--- config.mk ---
export PLATFORM = sky130hd
export DESIGN_NAME = distinct_color_probe
export DESIGN_NICKNAME = d
export VERILOG_FILES = /design/src/rtl/dcp_pkg.sv /design/src/rtl/dcp_ctrl.sv /design/src/rtl/dcp_datapath.sv /design/src/rtl/distinct_color_probe.sv
export SDC_FILE = /design/constraint.sdc
export NUM_CORES = 2
export LEC_CHECK = 0
export BUFFER_PORTS_ARGS = -buffer_cell sky130_fd_sc_hd__clkbuf_2
export CORE_ASPECT_RATIO = 0.8
export CORE_MARGIN = 2
export CORE_UTILIZATION = 42
export CTS_BUF_LIST = sky130_fd_sc_hd__clkbuf_8
export CTS_CLUSTER_SIZE = 14
export DETAILED_ROUTE_END_ITERATION = 8
export PLACE_DENSITY = 0.65
export SYNTH_ARGS = -nofsm -noshare
export SYNTH_HDL_FRONTEND = slang
export SYNTH_SLANG_ARGS = --single-unit
--- constraint.sdc ---
create_clock -name clk -period 6.45 [get_ports clk]
set_input_delay 0.645 -clock clk [delete_from_list [all_inputs] [get_ports clk]]
set_output_delay 0.645 -clock clk [all_outputs]
set_load 0.01 [all_outputs]
--- src/rtl/dcp_pkg.sv ---
// Package for the distinct colour probe: shared constants, widths and types.
// Used by the controller, the datapath and the top level; depends on nothing.
`timescale 1ns / 1ps
`default_nettype none
package dcp_pkg;

	// Widths of the stream fields and configuration registers.
	localparam int PIX_W   = 16;
	localparam int DIM_W   = 13;
	localparam int CNT_W   = 6;
	// A frame holds up to MAX_DIM * MAX_DIM pixels, which needs 25 bits.
	localparam int POS_W   = 25;

	localparam int PROBE_LIMIT = 48;
	localparam int SET_SIZE    = 40;
	localparam int MAX_DIM     = 4096;
	localparam int SMALL_FRAME = 16;
	localparam int SET_IDX_W   = $clog2(SET_SIZE);

	// The step is n / 48, taken as (n >> 4) / 3. Division by three uses the
	// reciprocal ceil(2^21 / 3), exact for every dividend below 2^21.
	localparam int SCALE_SHIFT = 4;
	localparam int QUOT_IN_W   = POS_W - SCALE_SHIFT;
	localparam int DIV3_SHIFT  = 21;
	localparam int DIV3_MUL_W  = 20;
	localparam logic [DIV3_MUL_W-1:0] DIV3_MUL = 20'd699051;
	localparam int PROD_W      = QUOT_IN_W + DIV3_MUL_W;

	// Configuration register indexes.
	localparam logic REG_FRAME_WIDTH  = 1'b0;
	localparam logic REG_FRAME_HEIGHT = 1'b1;

	// Controller states: three steps of size arithmetic, then streaming.
	typedef enum logic [1:0] {
		ST_MUL,
		ST_SCALE,
		ST_STEP,
		ST_RUN
	} dcp_state_t;

	// Commands from the controller to the datapath.
	typedef struct packed {
		logic calc_mul;
		logic calc_scale;
		logic calc_step;
		logic take_pixel;
	} dcp_cmd_t;

	// Status from the datapath to the controller.
	typedef struct packed {
		logic out_full;
	} dcp_status_t;

endpackage
`default_nettype wire

--- src/rtl/dcp_ctrl.sv ---
// Controller of the distinct colour probe: sequences size arithmetic and
// gates pixel acceptance. Depends on dcp_pkg.
`timescale 1ns / 1ps
`default_nettype none
module dcp_ctrl
	import dcp_pkg::*;
(
	input  wire logic        clk,
	input  wire logic        arst_n,
	input  wire logic        cfg_write,
	input  wire logic        pix_valid,
	output logic             pix_ready,
	input  wire dcp_status_t status,
	output dcp_cmd_t         cmd
);

	dcp_state_t state_q;
	dcp_state_t state_next;

	// State register; after reset the frame size is worked out first.
	always_ff @(posedge clk or negedge arst_n) begin
		if (!arst_n) begin
			state_q <= ST_MUL;
		end else begin
			state_q <= state_next;
		end
	end

	// Next state and commands. Any register write restarts the size arithmetic.
	always_comb begin
		state_next     = state_q;
		cmd            = '0;
		pix_ready      = 1'b0;
		unique case (state_q)
			ST_MUL: begin
				cmd.calc_mul = 1'b1;
				state_next   = ST_SCALE;
			end
			ST_SCALE: begin
				cmd.calc_scale = 1'b1;
				state_next     = ST_STEP;
			end
			ST_STEP: begin
				cmd.calc_step = 1'b1;
				state_next    = ST_RUN;
			end
			ST_RUN: begin
				pix_ready      = !status.out_full;
				cmd.take_pixel = pix_valid && pix_ready;
			end
			default: begin
				state_next = ST_MUL;
			end
		endcase
		if (cfg_write) begin
			state_next = ST_MUL;
		end
	end

endmodule
`default_nettype wire

--- src/rtl/dcp_datapath.sv ---
// Datapath of the distinct colour probe: size registers and arithmetic,
// frame counters, the 40-entry value set and the result register.
// Depends on dcp_pkg.
`timescale 1ns / 1ps
`default_nettype none
module dcp_datapath
	import dcp_pkg::*;
(
	input  wire logic             clk,
	input  wire logic             arst_n,
	input  wire logic             cfg_write,
	input  wire logic             cfg_index,
	input  wire logic [DIM_W-1:0] cfg_data,
	input  wire dcp_cmd_t         cmd,
	output dcp_status_t           status,
	input  wire logic [PIX_W-1:0] pixel_value,
	output logic                  out_valid,
	input  wire logic             out_ready,
	output logic                  frame_noisy,
	output logic [CNT_W-1:0]      distinct_samples
);

	localparam logic [DIM_W-1:0] DimMax = DIM_W'(MAX_DIM);

	logic [DIM_W-1:0]     width_q;
	logic [DIM_W-1:0]     height_q;
	logic [DIM_W-1:0]     width_c;
	logic [DIM_W-1:0]     height_c;
	logic [POS_W-1:0]     pixels_q;
	logic [PROD_W-1:0]    prod_q;
	logic [POS_W-1:0]     step_q;
	logic                 small_q;
	logic [POS_W-1:0]     pos_q;
	logic [POS_W-1:0]     next_q;
	logic [CNT_W-1:0]     probes_q;
	logic [CNT_W-1:0]     seen_q;
	logic [PIX_W-1:0]     set_q [SET_SIZE];
	logic [SET_SIZE-1:0]  match;
	logic                 hit;
	logic                 sample;
	logic                 insert;
	logic                 last;
	logic [CNT_W-1:0]     seen_next;
	logic [POS_W-1:0]     quot;
	logic                 out_valid_q;
	logic                 noisy_q;
	logic [CNT_W-1:0]     count_q;

	// Configuration registers; both reset to one.
	always_ff @(posedge clk or negedge arst_n) begin
		if (!arst_n) begin
			width_q  <= DIM_W'(1);
			height_q <= DIM_W'(1);
		end else if (cfg_write) begin
			if (cfg_index == REG_FRAME_WIDTH) begin
				width_q <= cfg_data;
			end
			if (cfg_index == REG_FRAME_HEIGHT) begin
				height_q <= cfg_data;
			end
		end
	end

	// Dimensions are clamped into one to MAX_DIM.
	always_comb begin
		width_c  = (width_q == '0) ? DIM_W'(1) : ((width_q > DimMax) ? DimMax : width_q);
		height_c = (height_q == '0) ? DIM_W'(1) : ((height_q > DimMax) ? DimMax : height_q);
	end

	assign quot = POS_W'(prod_q[PROD_W-1:DIV3_SHIFT]);

	// Size arithmetic: pixel count, scaled reciprocal product, then the step.
	always_ff @(posedge clk) begin
		if (cmd.calc_mul) begin
			pixels_q <= POS_W'({{DIM_W{1'b0}}, width_c} * {{DIM_W{1'b0}}, height_c});
		end
		if (cmd.calc_scale) begin
			prod_q <= PROD_W'(pixels_q[POS_W-1:SCALE_SHIFT]) * PROD_W'(DIV3_MUL);
		end
		if (cmd.calc_step) begin
			step_q  <= (quot == '0) ? POS_W'(1) : quot;
			small_q <= pixels_q < POS_W'(SMALL_FRAME);
		end
	end

	// Parallel compare of the pixel against the filled part of the set.
	always_comb begin
		for (int j = 0; j < SET_SIZE; j++) begin
			match[j] = (CNT_W'(j) < seen_q) && (set_q[j] == pixel_value);
		end
	end

	assign hit       = |match;
	assign sample    = !small_q && (pos_q == next_q) && (probes_q < CNT_W'(PROBE_LIMIT));
	assign insert    = sample && !hit && (seen_q < CNT_W'(SET_SIZE));
	assign seen_next = insert ? seen_q + CNT_W'(1) : seen_q;
	assign last      = ({1'b0, pos_q} + (POS_W + 1)'(1)) >= {1'b0, pixels_q};

	// Frame counters; all of them return to zero after the last pixel.
	always_ff @(posedge clk or negedge arst_n) begin
		if (!arst_n) begin
			pos_q    <= '0;
			next_q   <= '0;
			probes_q <= '0;
			seen_q   <= '0;
		end else if (cmd.take_pixel) begin
			if (last) begin
				pos_q    <= '0;
				next_q   <= '0;
				probes_q <= '0;
				seen_q   <= '0;
			end else begin
				pos_q  <= pos_q + POS_W'(1);
				seen_q <= seen_next;
				if (sample) begin
					probes_q <= probes_q + CNT_W'(1);
					next_q   <= next_q + step_q;
				end
			end
		end
	end

	// Set storage, written at the fill position.
	always_ff @(posedge clk) begin
		if (cmd.take_pixel && insert) begin
			set_q[SET_IDX_W'(seen_q)] <= pixel_value;
		end
	end

	// Result register, filled on the last pixel and emptied by the sink.
	always_ff @(posedge clk or negedge arst_n) begin
		if (!arst_n) begin
			out_valid_q <= 1'b0;
		end else if (cmd.take_pixel && last) begin
			out_valid_q <= 1'b1;
		end else if (out_ready) begin
			out_valid_q <= 1'b0;
		end
	end

	always_ff @(posedge clk) begin
		if (cmd.take_pixel && last) begin
			noisy_q <= !small_q && (seen_next >= CNT_W'(SET_SIZE));
			count_q <= small_q ? '0 : seen_next;
		end
	end

	assign status.out_full  = out_valid_q && !out_ready;
	assign out_valid        = out_valid_q;
	assign frame_noisy      = noisy_q;
	assign distinct_samples = count_q;

endmodule
`default_nettype wire

--- src/rtl/distinct_color_probe.sv ---
// Top level of the distinct colour probe: joins controller and datapath.
// Depends on dcp_pkg, dcp_ctrl and dcp_datapath.
//
//   Channel   Direction  Handshake                    Content
//   s_axis    in         s_axis_tvalid/s_axis_tready  one RGB565 pixel
//   m_axis    out        m_axis_tvalid/m_axis_tready  noisy flag and count
//   cfg       in         cfg_valid/cfg_ready          register index and value
//
// One pixel is taken per cycle while streaming and no held result waits for the
// sink; the result is written as the last pixel is taken. The result register
// takes one frame result; a new pixel waits while a result is held and not taken.
// After reset and after every register write, the size arithmetic (multiply,
// reciprocal multiply, step) runs, and no pixel is taken until it is done.
// Reset empties the counters, so the first pixel after it starts a frame.
`timescale 1ns / 1ps
`default_nettype none
module distinct_color_probe
	import dcp_pkg::*;
(
	input  wire logic             clk,
	input  wire logic             arst_n,
	input  wire logic             s_axis_tvalid,
	output logic                  s_axis_tready,
	input  wire logic [PIX_W-1:0] s_axis_tdata,   // [15:0] pixel_value
	output logic                  m_axis_tvalid,
	input  wire logic             m_axis_tready,
	output logic [7:0]            m_axis_tdata,   // [0] frame_noisy, [6:1] distinct_samples
	input  wire logic             cfg_valid,
	output logic                  cfg_ready,
	input  wire logic             cfg_index,
	input  wire logic [DIM_W-1:0] cfg_data
);

	dcp_cmd_t         cmd;
	dcp_status_t      status;
	logic             cfg_write;
	logic             noisy;
	logic [CNT_W-1:0] count;

	// Configuration transactions are always taken.
	assign cfg_ready = 1'b1;
	assign cfg_write = cfg_valid && cfg_ready;

	dcp_ctrl u_ctrl (
		.clk       (clk),
		.arst_n    (arst_n),
		.cfg_write (cfg_write),
		.pix_valid (s_axis_tvalid),
		.pix_ready (s_axis_tready),
		.status    (status),
		.cmd       (cmd)
	);

	dcp_datapath u_datapath (
		.clk              (clk),
		.arst_n           (arst_n),
		.cfg_write        (cfg_write),
		.cfg_index        (cfg_index),
		.cfg_data         (cfg_data),
		.cmd              (cmd),
		.status           (status),
		.pixel_value      (s_axis_tdata),
		.out_valid        (m_axis_tvalid),
		.out_ready        (m_axis_tready),
		.frame_noisy      (noisy),
		.distinct_samples (count)
	);

	// Output fields packed from the lowest bit, padded to a byte.
	assign m_axis_tdata = {1'b0, count, noisy};

endmodule
`default_nettype wire
# After elaboration in Yosys (flattened, before gate mapping)
# Memory sizes are Yosys's and may differ from the RTL's.
# Cells that the tools add are included.
# classes
n_addsub	5
eq_ne	44
order_cmp	47
bitwise	1
muxes	22
mul	2
reduce_logical	64
# op_table
op	n
$eq 16x16->1	40
$lt 5x6->1 const A	16
$mux 25	3
$mux 13	4
$logic_and 1x1->1	49
$lt 4x6->1 const A	8
$lt 6x6->1 const A	8
$mul 21x20->41 const B	1
$reduce_or 40->1	1
$add 25x1->26 const B	1
$ge 26x25->1	1
$gt 13x13->1 const B	2
$logic_not 13->1	2
$add 25x1->25 const B	1
$add 25x25->25	1
$eq 25x25->1	1
$logic_not 25->1	1
$lt 25x5->1 const B	1
$mul 13x13->25	1
$lt 3x6->1 const A	4
$mux 6	4
$add 6x1->6 const B	2
$lt 1x6->1 const A	2
$lt 2x6->1 const A	2
13 further kinds	29
# word_totals
word_cells	201
in_bits	35
out_inout_bits	11
mem_count	1
mem_bits_rw	640
register_bits	190
# mem_list
name	depth	width	read_ports	rd_ports_with_merged_regs	wr	line	source
u_datapath.set_q	40	16	40	0	1	dcp_datapath.sv:37	logic [PIX_W-1:0] set_q [SET_SIZE];

# Depth between registers and ports, before layout
# An unclocked memory read counts as a cell.
# logic_depth
ltp_word	10
depth_mapped	25
depth_no_buf	25

# By module
# Synthesis repeated with hierarchy kept, for this count alone.
# unflattened
hier_cells	3854
area_unflattened_um2	48471.5
# modules_own_cells
mod	seq_area_each_um2	cells_each	area_each_um2	n_inst
dcp_datapath	23640.2	3834	48288.8	1
dcp_ctrl	50.0	15	152.6	1
distinct_color_probe	0.0	5	30.0	1

# Worst setup path after synthesis
# OpenSTA, ideal clock, no wires.
# synth_path
kind	reg2reg
startpoint	register u_datapath.pixels_q[15]
endpoint	register u_datapath.prod_q[40], data pin
arrival_time_ns	6.326
stages_incl_launch_ff	22
setup_ns	0.266
t_required_ns	6.184
slack_ns	-0.142
n_path_buf	0
synth_period_minus_slack_ns	6.592
path_cell_list	edfxtp_1 > ha_1 > ha_1 > inv_1 > fa_1 > inv_1 > fa_1 > inv_1 > fa_1 > inv_1 > fa_1 > fa_1 > ha_1 > a211o_1 > a2111oi_0 > a211oi_1 > o31ai_1 > o21ai_0 > a311oi_1 > o21bai_1 > nor4_1 > nor3_1
# synth_between
elab_chain_cells	1
# synth_rtl
element	line	source
from (decl)	dcp_datapath.sv:29	logic [POS_W-1:0] pixels_q;
from (signal assigned)	dcp_datapath.sv:75	pixels_q <= POS_W'({{DIM_W{1'b0}}, width_c} * {{DIM_W{1'b0}}, height_c});
$mul 21x20->41	dcp_datapath.sv:78	prod_q <= PROD_W'(pixels_q[POS_W-1:SCALE_SHIFT]) * PROD_W'(DIV3_MUL);
to (signal assigned)	dcp_datapath.sv:78	
to (decl)	dcp_datapath.sv:30	logic [PROD_W-1:0] prod_q;
# No other way between the ends.
# A chain may end at the register's enable or synchronous reset.

# Worst setup path in the final report
# layout_path
startpoint	register u_datapath.pixels_q[13]
endpoint	register u_datapath.prod_q[40], data pin
# Same word-level chain as after synthesis.

==> metrics.csv <==
metric,value,unit
critical path type,flip-flop to flip-flop,
hold path start,cfg_valid,
die area,122000,um2
"Arr. time, crit path",6.77,ns
num rows,113,
HP Class,input pin to flip-flop,
Post-DRT Antenna Nets,0,
startpoint types,flip-flop,
port buffer count,43,
CTS tree,done,
WHS Path Cells,2,
setup TNS,0,ns
clk_lat worst skew,0.82,ns
post-synthesis register bit count,804,
# IOs,46,
Synth Cell Area,50200,um2
Syn. warnings,0,
post-synthesis cell type count,86,
initial antenna violation count,5,
via/cell ratio,5.34,
Slew Limit Fails,0,
core box area,119000,um2
grt ovf,0,
Final period util,0.966,
CP Launch Point,u_datapath.pixels_q[13],
status,"finished, final reports clean",
clk buf depth,3,
largest net degree at the start of global routing,64,
Slew @ Worst Pin,1.40,ns
CTS Root Cell,clkbuf_8,
"reg-to-reg slack, setup",0.22,ns
DRC,0,
reg2reg end,u_datapath.prod_q[40],
fin nets,4999,
Critical Path Sink Type,flip-flop,
"most common cell after layout, fill and taps aside",edfxtp_1,
Post-Syn Nets,4742,
Detailed Route WL,128,mm
Num CTS Buffers,134,
first-pass GRT wire length,197,mm
min cycle time layout,6.23,ns
area growth from synthesis to layout,11.6,%
overall routing resource usage,0.212,
Initial Util,0.423,
Max transition margin,0.0651,
Max Cap Violations,0,
clock-pin slew on the worst setup and hold paths,0.06,ns
First-pass DRT Iterations,7,
synthesized area per cell,12.2,um2
vias in the first global route,32400,
Most used DFF post-synth,edfxtp_1,
unrepaired setup endpoints after global routing,yes,
Synth Instances,4125,
sequential fraction of the synthesis area,0.472,
Final Hold Vio Count,0,
Critical Path RT,6.99,ns
via count,32200,
"critical path fanouts, max",4,
DR iter-0 viols,3232,
die width,390,um
worst reg2reg startpoint,u_datapath.pixels_q[13],
share of cells above drive strength 1,0.123,
fmax,160,MHz
Sink Count,804,
CTS H-tree lvls,4,
Layout Skew,0.0495,ns
Post-synth EDFFs,713,
drt wl/cell,21.2,um
Setup Viol. Count Final,0,
RePlAce Congestion,0.927,
Final HPWL DP,92.5,mm
Hold Path Sink,u_ctrl.state_q[1],
die height,313,um
Async SR Flop Fraction,0.113,
R2R cell count,23,
"commonest cells after routing, fill and taps aside","edfxtp_1 (713), inv_1 (477), xnor2_1 (388), xor2_1 (372), ha_1 (294)",
## worst max path at each step
stage / endpoint / slack [ns] / cells after the start
after CTS: u_datapath.prod_q[40] / 0.03 / 25
final: u_datapath.prod_q[40] / 0.22 / 23
after global placement: u_datapath.prod_q[40] / -0.16 / 22
after global routing: u_datapath.prod_q[40] / -0.08 / 22
after floorplan: u_datapath.prod_q[40] / 0.06 / 21
after detailed placement: u_datapath.prod_q[40] / -0.34 / 22
## cell type report
cell class | count | area (um2)
Multi-Input combinational cell | 2712 | 23900
Clock buffer | 137 | 1890
Clock inverter | 96 | 519
Sequential cell | 804 | 23700
Timing Repair Buffer | 286 | 2340
Fill cell | 10600 | 62600
Tap cell | 1552 | 1940
Inverter | 444 | 1670
Antenna cell | 2 | 5.00
## synth_stat cells (16+ instances only)
library cell,n,area share
buf_4,27,0.0040
nor3_1,68,0.0068
nand3_1,61,0.0061
buf_6,39,0.0088
nand2b_1,34,0.0042
a21oi_1,56,0.0056
nand2_1,244,0.018
or3_1,16,0.0020
nor2b_1,34,0.0042
nor2_1,204,0.015
edfxtp_1,713,0.43
o21ai_0,86,0.0086
xor2_1,372,0.065
o21a_1,16,0.0024
dfrtp_1,89,0.044
inv_1,443,0.033
mux2_2,26,0.0058
xnor2_1,388,0.068
buf_2,16,0.0016
and3_1,25,0.0031
ha_1,312,0.078
a21o_1,25,0.0037
nand4_1,132,0.016
and2_1,20,0.0025
nor4_1,137,0.017
fa_1,270,0.11
clkbuf_1,70,0.0052
## routing by layer
layer,track usage,vias to the layer above,share of wire
met3,0.0556,176,0.093
met1,0.325,16000,0.48
met2,0.295,1221,0.41
met5,0,-,0.000055
li1,-,14800,-
met4,0.0554,2,0.018
## what timing repair did
action,in CTS,in global routing
hold buffers,1,0
gates resized for setup,8,53
pin swaps,4,42
setup buffers,4,9
hold endpoints to repair,26,0
setup endpoints to repair,11,16
## logic make-up after synthesis
family / after synthesis / share of synthesized area
XOR/XNOR: 760 / 0.133
AO/OA/AOI/OAI: 289 / 0.0372
adder cells (fa/ha/maj): 582 / 0.186
AND/OR/NAND/NOR: 1049 / 0.109
multiplexers: 30 / 0.00663
flip-flops: 804 / 0.472
buffers and inverters: 609 / 0.0568
other: 2 / 0.000150
## worst max-delay path, stage by stage (launching register included)
cell and delay (ns):
edfxtp_1 0.46, buf_6 0.17, ha_4 0.15, ha_1 0.26
inv_1 0.05, fa_1 0.50, inv_2 0.05, fa_1 0.51
inv_2 0.04, fa_1 0.54, inv_2 0.04, fa_2 0.53
fa_2 0.45, ha_4 0.17, a211o_1 0.34, a2111oi_4 0.25
a211oi_2 0.15, o31ai_1 0.27, buf_4 0.19, o21ai_4 0.08
a311oi_2 0.28, o21bai_2 0.15, nor4_2 0.24, nor3_1 0.09
## stage by stage
stage	hold slack, ns	area [um2]	utilization	instances	worst slack [ns]
3_5_place_dp	0.436	53200	0.448	5784	-0.345
2_1_floorplan	0.349	50200	-	4125	0.0557
5_1_grt	0.0615	56000	0.472	6032	-0.0833
4_1_cts	0.00790	55600	0.469	6022	0.0342
3_3_place_gp	0.438	53200	0.448	5784	-0.158
6_report	0.0921	56000	0.472	6033	0.219
## registers in the layout, indices dropped and copies added (netlist names)
name	count
u_datapath.probes_q	6
u_datapath.prod_q	20
u_datapath.set_q	640
u_datapath.step_q	20
u_datapath.height_q	13
u_datapath.out_valid	1
u_datapath.small_q	1
u_datapath.next_q	25
u_datapath.seen_q	6
u_datapath.pixels_q	25
u_ctrl.state_q	2
u_datapath.frame_noisy	1
u_datapath.width_q	13
u_datapath.distinct_samples	6
u_datapath.pos_q	25
Power is left out: the tool's default activity adds up to more than one toggle a clock period on the data nets, which glitch-free logic cannot reach.
